## config.mk

```make
export PLATFORM = sky130hd
export DESIGN_NAME = priority_interrupt_masker
export DESIGN_NICKNAME = d
export VERILOG_FILES = /design/src/hw/rtl/pim_pkg.sv /design/src/hw/rtl/pim_ram.sv /design/src/hw/rtl/priority_interrupt_masker.sv
export SDC_FILE = /design/constraint.sdc
export NUM_CORES = 2
export LEC_CHECK = 0
export BUFFER_PORTS_ARGS = -buffer_cell sky130_fd_sc_hd__buf_4
export CORE_ASPECT_RATIO = 0.5
export CORE_MARGIN = 4
export CORE_UTILIZATION = 50
export DETAILED_ROUTE_END_ITERATION = 12
export MAX_ROUTING_LAYER = met4
export PLACE_DENSITY = 0.68
export SLEW_MARGIN = 25
export SYNTH_ARGS = -nofsm -noshare
export SYNTH_HDL_FRONTEND = slang
export SYNTH_SLANG_ARGS = --single-unit
```

## constraint.sdc

```tcl
create_clock -name clk_i -period 4.8 [get_ports clk_i]
set_input_delay 0.96 -clock clk_i [delete_from_list [all_inputs] [get_ports clk_i]]
set_output_delay 0.96 -clock clk_i [all_outputs]
set_load 0.01 [all_outputs]
```

## src/hw/rtl/pim_pkg.sv

```systemverilog
// Package for the priority interrupt masker: sizes, opcodes, sequencer states.
// No dependencies.
package pim_pkg;
  localparam int unsigned Cores       = 4;
  localparam int unsigned LocalLines  = 32;
  localparam int unsigned SharedLines = 72;
  localparam int unsigned CascadeBit  = 8;
  localparam int unsigned TotalLines  = LocalLines + SharedLines;
  localparam int unsigned LocDepth    = Cores * LocalLines;
  localparam int unsigned LocAw       = $clog2(LocDepth);
  localparam int unsigned ShAw        = $clog2(SharedLines);
  localparam logic [7:0]  UnusedPrio  = 8'hFF;

  typedef enum logic [2:0] {
    OpSetLine  = 3'd0,
    OpAccept   = 3'd1,
    OpEoi      = 3'd2,
    OpSetPrio  = 3'd3,
    OpReadEn   = 3'd4
  } op_e;

  typedef enum logic [2:0] {
    StIdle, StSetLine, StLookup, StPrioWait, StMask, StDone
  } state_e;

  // Highest set bit of a 32-bit word.
  function automatic logic [5:0] top_bit(input logic [31:0] w);
    logic [5:0] r;
    r = 6'd32;
    for (int b = 0; b < 32; b++) if (w[b]) r = 6'(b);
    return r;
  endfunction

  function automatic logic has_local_en(input logic [6:0] n);
    return (n < 7'(LocalLines)) && (n < 7'd10) && (n != 7'd8);
  endfunction
endpackage

```

## src/hw/rtl/pim_ram.sv

```systemverilog
// Generic single-port RAM with registered read.
// No dependencies.
module pim_ram #(
  parameter int unsigned Width = 8,
  parameter int unsigned Depth = 128
) (
  input  logic                     clk_i,
  input  logic                     we_i,
  input  logic [$clog2(Depth)-1:0] addr_i,
  input  logic [Width-1:0]         wdata_i,
  output logic [Width-1:0]         rdata_o
);
  logic [Width-1:0] mem_q [Depth];
  always_ff @(posedge clk_i) begin
    if (we_i) mem_q[addr_i] <= wdata_i;
    rdata_o <= mem_q[addr_i];
  end
endmodule

```

## src/hw/rtl/priority_interrupt_masker.sv

```systemverilog
// Priority interrupt masker top level.
// Flow from accept: read enable, unknown op and spurious accept go straight to done;
// set line writes one core per cycle, then done and strobe; eoi/set priority re-mask;
// accept re-masks after the table lookup and its read wait. The re-mask takes the
// lines one per cycle: 32 local, 104 for core 0.
// One beat at a time; busy high until the strobe, so a new beat is taken at the
// earliest in the strobe cycle. Receiver cannot stall.
// Reset: tables read as 255 via per-entry valid bits, core priorities and enables 0.
module priority_interrupt_masker (
  input  logic        clk_i,
  input  logic        rst_ni,
  input  logic        start,
  output logic        busy,
  input  logic [2:0]  op_i,
  input  logic [1:0]  core_i,
  input  logic [6:0]  line_i,
  input  logic        line_enable_i,
  input  logic [7:0]  priority_req_i,
  input  logic [3:0]  affinity_i,
  input  logic [31:0] local_sources_i,
  input  logic [31:0] pending_bank0_i,
  input  logic [31:0] pending_bank1_i,
  input  logic [7:0]  basic_pending_i,
  output logic        result_valid_o,
  output logic [6:0]  vector_o,
  output logic        spurious_o,
  output logic        mailbox_clear_o,
  output logic [7:0]  saved_priority_o,
  output logic        enabled_o
);
  import pim_pkg::*;

  state_e state_q, state_d;
  logic [1:0] core_q;
  logic [6:0] line_q;
  logic       len_q;
  logic [7:0] preq_q;
  logic [3:0] aff_q;
  logic [1:0] pcnt_q;     // set-line core index
  logic [6:0] scan_q;     // re-mask line index
  logic [7:0] thr_q;      // threshold during re-mask
  logic [7:0] cprio_q [Cores];
  logic [Cores-1:0][LocalLines-1:0] len_bits_q;
  logic [SharedLines-1:0] sh_en_q;
  logic [LocDepth-1:0]    lvalid_q;
  logic [SharedLines-1:0] svalid_q;
  logic [6:0] vec_q;
  logic       spur_q, mbx_q, en_q;
  logic [7:0] saved_q;
  logic       rv_q;

  // raised vector search
  logic [5:0] tl, t0, t1, tb, tr;
  logic [6:0] rvec;
  logic       rnone;
  always_comb begin
    tl = top_bit(local_sources_i);
    t0 = top_bit(pending_bank0_i);
    t1 = top_bit(pending_bank1_i);
    tb = top_bit({24'd0, basic_pending_i});
    tr = top_bit(local_sources_i & ~(32'd1 << CascadeBit));
    rnone = 1'b0;
    rvec  = 7'd0;
    priority if (tl != 6'(CascadeBit)) begin
      rnone = tl[5]; rvec = {2'b0, tl[4:0]};
    end else if (!t0[5]) rvec = 7'(LocalLines) + {2'b0, t0[4:0]};
    else if (!t1[5]) rvec = 7'(LocalLines + 32) + {2'b0, t1[4:0]};
    else if (!tb[5]) rvec = 7'(LocalLines + 64) + {2'b0, tb[4:0]};
    else begin
      rnone = tr[5]; rvec = {2'b0, tr[4:0]};
    end
  end

  // memory ports
  logic             lwe, swe;
  logic [LocAw-1:0] laddr;
  logic [ShAw-1:0]  saddr;
  logic [7:0]       lwdata, lrdata, srdata;
  logic [6:0]       aline;  // line addressed this cycle
  logic [1:0]       acore;
  logic             rd_loc_q, rd_valid_q;

  always_comb begin
    aline = line_q;
    acore = core_q;
    unique case (state_q)
      StSetLine: acore = pcnt_q;
      StMask:    aline = scan_q;
      default: ;
    endcase
  end
  assign laddr = LocAw'({acore, aline[4:0]});
  assign saddr = (aline >= 7'(LocalLines)) ? ShAw'(aline - 7'(LocalLines)) : '0;
  logic [7:0] setprio;
  assign setprio = len_q ? preq_q : UnusedPrio;
  logic in_sh;
  assign in_sh = (line_q >= 7'(LocalLines)) && (line_q < 7'(TotalLines));
  assign lwe   = (state_q == StSetLine) && aff_q[pcnt_q] && (line_q < 7'(LocalLines));
  assign swe   = (state_q == StSetLine) && aff_q[pcnt_q] && in_sh;
  assign lwdata = setprio;

  pim_ram #(.Width(8), .Depth(LocDepth)) u_loc (
    .clk_i, .we_i(lwe), .addr_i(laddr), .wdata_i(lwdata), .rdata_o(lrdata));
  pim_ram #(.Width(8), .Depth(SharedLines)) u_sh (
    .clk_i, .we_i(swe), .addr_i(saddr), .wdata_i(setprio), .rdata_o(srdata));

  // read data with reset value and out-of-table handling
  logic [7:0] rprio;
  always_comb begin
    if (!rd_valid_q) rprio = UnusedPrio;
    else if (rd_loc_q) rprio = lrdata;
    else rprio = srdata;
  end

  logic [6:0] last_line;
  assign last_line = (core_q == 2'd0) ? 7'(TotalLines - 1) : 7'(LocalLines - 1);

  always_comb begin
    state_d = state_q;
    unique case (state_q)
      StIdle: if (start) begin
        if (32'(core_i) >= Cores) state_d = StDone;
        else begin
          unique case (op_i)
            OpSetLine: state_d = StSetLine;
            OpAccept:  state_d = rnone ? StDone : StLookup;
            OpEoi, OpSetPrio: state_d = StMask;
            default:   state_d = StDone;
          endcase
        end
      end
      StSetLine:  if (pcnt_q == 2'(Cores - 1)) state_d = StDone;
      StLookup:   state_d = StPrioWait;
      StPrioWait: state_d = StMask;
      StMask:     if (scan_q == last_line) state_d = StPrioWait;
      StDone:     state_d = StIdle;
      default:    state_d = StIdle;
    endcase
    // StPrioWait after StMask: final writeback then done
    if (state_q == StPrioWait && rv_q) state_d = StDone;
  end

  assign busy = (state_q != StIdle);

  always_ff @(posedge clk_i or negedge rst_ni) begin
    if (!rst_ni) begin
      state_q <= StIdle;
      for (int i = 0; i < Cores; i++) cprio_q[i] <= '0;
      len_bits_q <= '0;
      sh_en_q <= '0;
      lvalid_q <= '0;
      svalid_q <= '0;
      result_valid_o <= 1'b0;
      rv_q <= 1'b0;
      pcnt_q <= '0;
      scan_q <= '0;
    end else begin
      state_q <= state_d;
      result_valid_o <= (state_q == StDone);
      rd_loc_q   <= aline < 7'(LocalLines);
      rd_valid_q <= (aline < 7'(LocalLines)) ? lvalid_q[laddr]
                  : (aline < 7'(TotalLines)) ? svalid_q[saddr] : 1'b0;
      unique case (state_q)
        StIdle: if (start) begin
          core_q <= core_i; line_q <= line_i;
          len_q <= line_enable_i; preq_q <= priority_req_i;
          aff_q <= affinity_i; pcnt_q <= '0; scan_q <= '0; rv_q <= 1'b0;
          vec_q <= '0; spur_q <= 1'b0; mbx_q <= 1'b0; en_q <= 1'b0;
          saved_q <= '0;
          if (32'(core_i) < Cores) begin
            unique case (op_i)
              OpAccept: begin
                spur_q <= rnone;
                if (!rnone) begin
                  vec_q <= rvec; line_q <= rvec;
                  mbx_q <= (rvec >= 7'd4) && (rvec < 7'd8);
                  saved_q <= cprio_q[core_i];
                end
              end
              OpEoi, OpSetPrio: begin
                cprio_q[core_i] <= priority_req_i;
                thr_q <= priority_req_i;
              end
              OpReadEn: begin
                if (line_i < 7'(LocalLines))
                  en_q <= has_local_en(line_i) && len_bits_q[core_i][line_i[4:0]];
                else if (line_i < 7'(TotalLines))
                  en_q <= sh_en_q[ShAw'(line_i - 7'(LocalLines))];
              end
              default: ;
            endcase
          end
        end
        StSetLine: begin
          pcnt_q <= pcnt_q + 2'd1;
          if (aff_q[pcnt_q]) begin
            if (line_q < 7'(LocalLines)) begin
              lvalid_q[laddr] <= 1'b1;
              if (has_local_en(line_q))
                len_bits_q[pcnt_q][line_q[4:0]] <= len_q && (setprio != UnusedPrio)
                                                   && (setprio > cprio_q[pcnt_q]);
            end else if (in_sh) begin
              svalid_q[saddr] <= 1'b1;
              sh_en_q[saddr] <= len_q && (setprio != UnusedPrio)
                                && (setprio > cprio_q[pcnt_q]);
            end
          end
        end
        StPrioWait: if (!rv_q) begin
          // priority of accepted line arrives now
          cprio_q[core_q] <= rprio;
          thr_q <= rprio;
          rv_q <= 1'b1;
        end
        StMask: begin
          // apply the enable for the previous line (read returned now)
          if (scan_q != 7'd0 && rprio != UnusedPrio) begin
            if ((scan_q - 7'd1) < 7'(LocalLines)) begin
              if (has_local_en(scan_q - 7'd1))
                len_bits_q[core_q][5'(scan_q - 7'd1)] <= rprio > thr_q;
            end else
              sh_en_q[ShAw'(scan_q - 7'd1 - 7'(LocalLines))] <= rprio > thr_q;
          end
          scan_q <= scan_q + 7'd1;
          if (scan_q == last_line) rv_q <= 1'b1;
        end
        default: ;
      endcase
      // writeback of the last scanned line
      if (state_q == StPrioWait && rv_q && rprio != UnusedPrio) begin
        if (last_line < 7'(LocalLines)) begin
          if (has_local_en(last_line))
            len_bits_q[core_q][last_line[4:0]] <= rprio > thr_q;
        end else
          sh_en_q[ShAw'(last_line - 7'(LocalLines))] <= rprio > thr_q;
      end
    end
  end

  assign vector_o = vec_q;
  assign spurious_o = spur_q;
  assign mailbox_clear_o = mbx_q;
  assign saved_priority_o = saved_q;
  assign enabled_o = en_q;

  // Assertions
  a_strobe_after_done: assert property (@(posedge clk_i) disable iff (!rst_ni)
    (state_q == StDone) |=> result_valid_o) else $error("missing strobe");
  a_no_start_busy: assert property (@(posedge clk_i) disable iff (!rst_ni)
    result_valid_o |-> state_q == StIdle) else $error("strobe while busy");
  a_spur_vec: assert property (@(posedge clk_i) disable iff (!rst_ni)
    (result_valid_o && spurious_o) |-> vector_o == 7'd0) else $error("spurious vector");
endmodule

```

======== Word-level counts from Yosys, hierarchy flattened ========
Memory sizes are Yosys's and may differ from the RTL's. A register that Yosys moved wholly into a read port is not among the register bits.
Index checks and enable logic that the tools add are counted.
storage, ports and cells
  register bits after elaboration ......... 496
  latch bits .............................. 0
  bits in writable memories ............... 1600
  bits in read-only memories .............. 0
  input port bits ......................... 132
  output and inout bits ................... 20
  logic and storage cells ................. 409
  memories ................................ 2
operators by class
  add/subtract/negate cells ............... 10
  multiply operators ...................... 0
  divide/modulo/power cells ............... 0
  magnitude comparators ................... 44
  eq/ne operators ......................... 25
  shift-type cells ........................ 0
  mux-type cells .......................... 242
  bitwise operators ....................... 7
  reductions and logical operators ........ 50
memories
  memory       depth  bits a word  rd ports  clocked after Yosys merged registers in  wr ports  RTL line       text
  u_loc.mem_q  128    8            1         1                                        1         pim_ram.sv:13  logic [Width-1:0] mem_q [Depth];
  u_sh.mem_q   72     8            1         1                                        1         pim_ram.sv:13
operator list
  kind                  count
  $mux W128             9
  $mux W6               127
  $mux W72              7
  $bwmux W128           3
  $pmux W128 S2         1
  $mux W32              7
  $bwmux W72            3
  $demux W32 S2         3
  $pmux W72 S2          1
  $or A128 B128 Y128    1
  $mux W8               12
  $or A72 B72 Y72       1
  $mux W7               10
  $bmux W32 S2          1
  $bwmux W32            2
  $pmux W32 S2          1
  $lt A7 B8 Y1 const B  5
  $lt A7 B4 Y1 const B  5
  $lt A7 B6 Y1 const B  5
  $bmux W8 S2           2
  $demux W8 S2          2
  $logic_and A1 B1 Y1   30
  $demux W1 S7          4
  $ge A7 B1 Y1 const B  4
  other kinds (54)      132

======== Depth between registers and ports, before layout ========
  depth after elaboration ................. 40
  gate-level depth with buffers ........... 15
  mapped depth without buffers ............ 12

======== Cells and area by module ========
A second synthesis with hierarchy kept.
second synthesis, totals
  cell total of the unflattened synthesis .. 6276
  area total of the unflattened synthesis .. 87505.2 um2
by module, submodules not included
  module                     instances  cells an instance  area an instance (um2)
  pim_ram (u_loc)            1          2475               40435.0
  priority_interrupt_masker  1          2558               24156.9
  pim_ram (u_sh)             1          1243               22913.2

======== Least setup slack after synthesis ========
No wires, ideal clock.
  path kind ............................... reg2reg
  start ................................... register len_q
  end ..................................... register sh_en_q[10]
  data arrival time ....................... 5.191 ns
  data required time ...................... 4.658 ns
  slack ................................... -0.533 ns
  stages on the path, launching flop included .. 11
  path buffers ............................ 1
  period minus slack after synthesis ...... 5.333 ns
  path through ............................ edfxtp_1 nand2b_1 ha_1 nor2b_1 o21a_1 o21a_1 o21ai_0 a21oi_1 o21ai_0 clkbuf_1 o221ai_1
between the ends
  longest elaborated chain between the ends .. 12
  elaborated cells on any way between the ends .. 13
  classes of those cells .................. 1 x order compare; 1 x eq/ne; 9 x mux; 2 x reduce/logical
RTL lines
  element                                               RTL line                          text
  from (decl)                                           priority_interrupt_masker.sv:36   logic len_q;
  from (signal assigned)                                priority_interrupt_masker.sv:166  len_q <= line_enable_i; preq_q <= priority_req_i;
  $mux W8 *                                             priority_interrupt_masker.sv:95   assign setprio = len_q ? preq_q : UnusedPrio;
  net lwdata[1]                                         priority_interrupt_masker.sv:78   logic [7:0] lwdata, lrdata, srdata;
  branches (longest 2 deep; another with $gt A8 B8 Y1)  --
  $logic_and A1 B1 Y1 *                                 priority_interrupt_masker.sv:205  && (setprio > cprio_q[pcnt_q]);
  $bwmux W72 *                                          priority_interrupt_masker.sv:204  sh_en_q[saddr] <= len_q && (setprio != UnusedPrio)
  $mux W72 *                                            priority_interrupt_masker.sv:202  end else if (in_sh) begin
  $mux W72 *                                            priority_interrupt_masker.sv:197  if (line_q < 7'(LocalLines)) begin
  $mux W72 *                                            priority_interrupt_masker.sv:196  if (aff_q[pcnt_q]) begin
  $pmux W72 S2 *                                        priority_interrupt_masker.sv:163  unique case (state_q)
  $bwmux W72                                            priority_interrupt_masker.sv:235  sh_en_q[ShAw'(last_line - 7'(LocalLines))] <= rprio > thr_q;
  $mux W72                                              priority_interrupt_masker.sv:231  if (last_line < 7'(LocalLines)) begin
  $mux W72 *                                            priority_interrupt_masker.sv:230  if (state_q == StPrioWait && rv_q && rprio != UnusedPrio) begin
  to (signal, indexed assignment)                       priority_interrupt_masker.sv:204
  to (signal, indexed assignment)                       priority_interrupt_masker.sv:222  sh_en_q[ShAw'(scan_q - 7'd1 - 7'(LocalLines))] <= rprio > thr_q;
  to (signal, indexed assignment)                       priority_interrupt_masker.sv:235
  to (decl)                                             priority_interrupt_masker.sv:44   logic [SharedLines-1:0] sh_en_q;
Mark *: on every way through the listed nets, which the timed path passes.
A chain may end at the register's enable or synchronous reset.

======== Worst setup path after layout ========
  start ................................... register state_q[2]
  end ..................................... register u_sh.rdata_o[6] (read register of u_sh.mem_q)
between the ends
  longest elaborated chain between the ends .. 4
  elaborated cells on any way between the ends .. 5
  classes of those cells .................. 1 x add/sub; 1 x order compare; 1 x eq/ne; 2 x mux
RTL lines
  element                                               RTL line                          text
  from (decl)                                           priority_interrupt_masker.sv:33   state_e state_q, state_d;
  from (signal assigned)                                priority_interrupt_masker.sv:147  state_q <= StIdle;
  from (signal assigned)                                priority_interrupt_masker.sv:158  state_q <= state_d;
  $eq A3 B3 Y1 *                                        priority_interrupt_masker.sv:86   unique case (state_q)
  $mux W7 *                                             priority_interrupt_masker.sv:86
  $sub A7 B6 Y7 / $ge A7 B6 Y1 (equally long branches)  priority_interrupt_masker.sv:93   assign saddr = (aline >= 7'(LocalLines)) ? ShAw'(aline - 7'(LocalLines)) : '0;
  $mux W7 *                                             priority_interrupt_masker.sv:93
  to (decl)                                             pim_ram.sv:11                     output logic [Width-1:0] rdata_o
Every way passes the cells marked *; elsewhere a longest branch is shown, timed or not.

==> results by group <==
Status
  • Status: finished, final reports clean

Logic synthesis
  • Syn Area/Cell: 14.3 um2
  • Top cells by area, synth: edfxtp_1 60%, dfrtp_1 11%, a22oi_1 2.2%
  • Most frequent cells after synthesis: 1650 x edfxtp_1, 452 x nand2_1, 389 x nor2_1, 358 x dfrtp_1, 277 x clkbuf_1
  • Synth cell types: 91
  • Synth Cell Area: 83000 um2
  • Post-synth ARST share: 17.7%
  • Post-synth top flop: edfxtp_1
  • Cells after Synth: 5819
  • Compound-Gate Fraction of Synth Area: 14.3%
  • Post-synthesis mux area share: 3.75%
  • #FFs+latches synth: 2024
  • Sequential share of the synthesized area: 70.8%
  • Most common cell in the synthesized netlist: edfxtp_1
  • Post-synth top area cell: edfxtp_1
  • Warnings, synthesis: 0
  • Top cell type's share of synthesized area: 59.7%
  • Post-Synth Adder-Cell Area: 0.422%
  • Number of synthesized flops with an enable pin: 1650
  • Post-Syn Nets: 5979
  • Synth Area in Simple Gates: 8.35%
  • Xor and xnor fraction of the mapped netlist area: 0.0422%
  • Largest family of logic cells by synthesized area: compound AO/OA/AOI/OAI gates

Global route
  • GRT Util Overall: 32.4%
  • First-pass GRT wire length: 399 mm
  • Grt total ovfl: 0
  • Antenna violations before repair: 6
  • Number of global-route vias before repair: 56200
  • Largest net degree at the start of global routing: 201

Finish
  • Layout Cell Area excl Fill: 95000 um2
  • Area grow syn2layout: 14.4%
  • Fillers: 12700
  • Non-filler cells, final: 8511
  • FF+latch area: 58800 um2
  • Multi-input gate area: 22700 um2
  • Fraction of layout cells with a size suffix above 1: 18.7%
  • Post-layout util: 57.8%
  • Final Net Count: 6330

Critical path
  • Cells along the critical path: or3b_4 > buf_4 > nor4_1 > or2_2 > a222oi_1 > nand4_1 > a222oi_1 > and3_1 > nor3_1
  • CP startpoint kind: flop
  • Most Frequent Cell on Critical Path: a222oi_1
  • Critical Path AT: 5.38 ns
  • Required @ worst endpoint: 5.49 ns
  • Worst Setup End Kind: flop
  • CP max FO: 34
  • CP peak stage delay: 0.79 ns
  • Slowest CP cell: a222oi_1
  • Setup CP Type: reg -> reg

Die
  • Die X: 584 um
  • Site Rows: 105
  • I/O pin count: 152
  • Die ar.: 173000 um2
  • Die height: 296 um
  • Starting Density: 50.5%
  • Placeable Area: 164000 um2

Clock tree
  • Clock buffer depth: 4
  • CTS tree: yes
  • Clock Latency Late Sink: 0.82 ns
  • Clock root buffer: clkbuf_16
  • CTS Buf Count: 180
  • Clock transition at the registers of the reported paths: 0.07 ns
  • H-tree depth: 4
  • Setup bufs post-CTS: 0
  • CTS Hold Buffers Added: 0
  • Clock tree sinks: 2024
  • Resize count post-CTS: 0

STA
  • Fin Setup TNS: 0 ns
  • Clk_skew: 0.0516 ns
  • Max Clock Freq: 214 MHz
  • Fin crit period: 4.68 ns
  • Tcrit/Tclk final: 97.6%
  • Worst slew margin: 20.0%
  • Final hold slack: 0.0285 ns
  • Worst Tran Pin Value: 1.19 ns
  • Final Hold Viols: 0
  • Number of setup violations in the final report: 0
  • Final WS setup: 0.117 ns
  • Slew Viols, Final: 0
  • Unrepaired setup endpoints after global routing: no

Pwr
  • P per Cell Area: 479 nW/um2
  • Peak supply drop: 0.400 mV
  • LEAKAGE: 33.2 nW
  • Design Power: 45.5 mW

Drt
  • Vias: 58900
  • TritonRoute pass-1 iters: 7
  • Post-DR wirelength/cell: 32.6 um
  • DRT Wirelength: 277 mm
  • DR iter-0 viols: 10100
  • DRT antenna net count: 0
  • Drt drc: 0
  • Via-per-instance ratio: 6.92

Min path
  • Min-delay worst type: in -> async

Placed design
  • Routability cong.: 1.01
  • Placed Area: 89200 um2
  • Dpl cells: 8175
  • Dpl ws: 0.332 ns
  • HPWL Detailed: 176 mm
  • I/O Buffers: 151

Job
  • # Max-Cap Violations: 0
-- worst max-delay path, delay by kind of cell (launching register included) --
family	cells	cell delay, ns
AO/OA/AOI/OAI	2	1.30
flip-flops	1	0.52
AND/OR/NAND/NOR	6	2.20
buffers and inverters	1	0.43
-- kinds of logic after synthesis --
logic type / Yosys count
flip-flops: 2024
adder cells (fa/ha/maj): 28
XOR/XNOR: 4
AO/OA/AOI/OAI: 1614
AND/OR/NAND/NOR: 1446
buffers and inverters: 462
multiplexers: 241
-- worst paths after layout --
path / start / end / slack [ns] / cells after the start
min reg2reg: len_bits_q[104] / len_bits_q[104] / 0.37 / 0
max reg2reg: state_q[2] / u_sh.rdata_o[6] / 0.12 / 9
max: state_q[2] / u_sh.rdata_o[6] / 0.12 / 9
min: rst_ni / lvalid_q[100] / 0.03 / 1
min in group clk_i: line_enable_i / len_q / 0.32 / 1
max in group asynchronous: rst_ni / lvalid_q[44] / 3.06 / 3
-- layout by cell type (no fill, tap or decap), drive strengths merged, types with 164 or more instances in the layout --
master	instances
nand2	452
a22oi	240
buf	565
o21ai	216
edfxtp	1650
nor2	390
a21oi	235
mux2i	164
clkbuf	246
dfrtp	358
or2	208
o221ai	185
-- area by class of cell --
cell class | count | share of cell area (%)
diodes | 9 | 0.0237
clock buffers | 246 | 5.25
clock inverters | 75 | 0.748
inverters | 66 | 0.266
multi-input cells | 3333 | 23.8
flip-flops and latches | 2024 | 61.9
well taps | 2193 | 2.89
repair buffers | 565 | 5.09
-- layer usage --
| layer | vias up | GRT usage (%) | wire length (um) |
|---|---|---|---|
| met2 | 4416 | 47.6 | 124000 |
| li1 | 23900 | - | - |
| met5 | - | - | 0 |
| met3 | 716 | 8.26 | 36600 |
| met1 | 29800 | 44.3 | 106000 |
| met4 | 0 | 10.8 | 10800 |
-- power breakdown --
group          total, mW  leakage, nW  switching [mW]  internal [mW]
clock               14.4         2.77            6.49           7.93
combinational       10.7         10.7            7.53           3.21
sequential          20.3         19.7           0.609           19.7
-- sequential cells by signal, summed over array words and instances, names as in the netlist, 2 cells and up --
signal,flops
u_loc.mem_q,1024
u_sh.mem_q,576
lvalid_q,128
sh_en_q,72
svalid_q,72
len_bits_q,40
cprio_q,32
preq_q,8
saved_priority_o,8
thr_q,8
u_loc.rdata_o,8
u_sh.rdata_o,8
line_q,7
scan_q,7
vector_o,7
aff_q,4
state_q,3
core_q,2
pcnt_q,2
(Power assumes the default switching activity.)
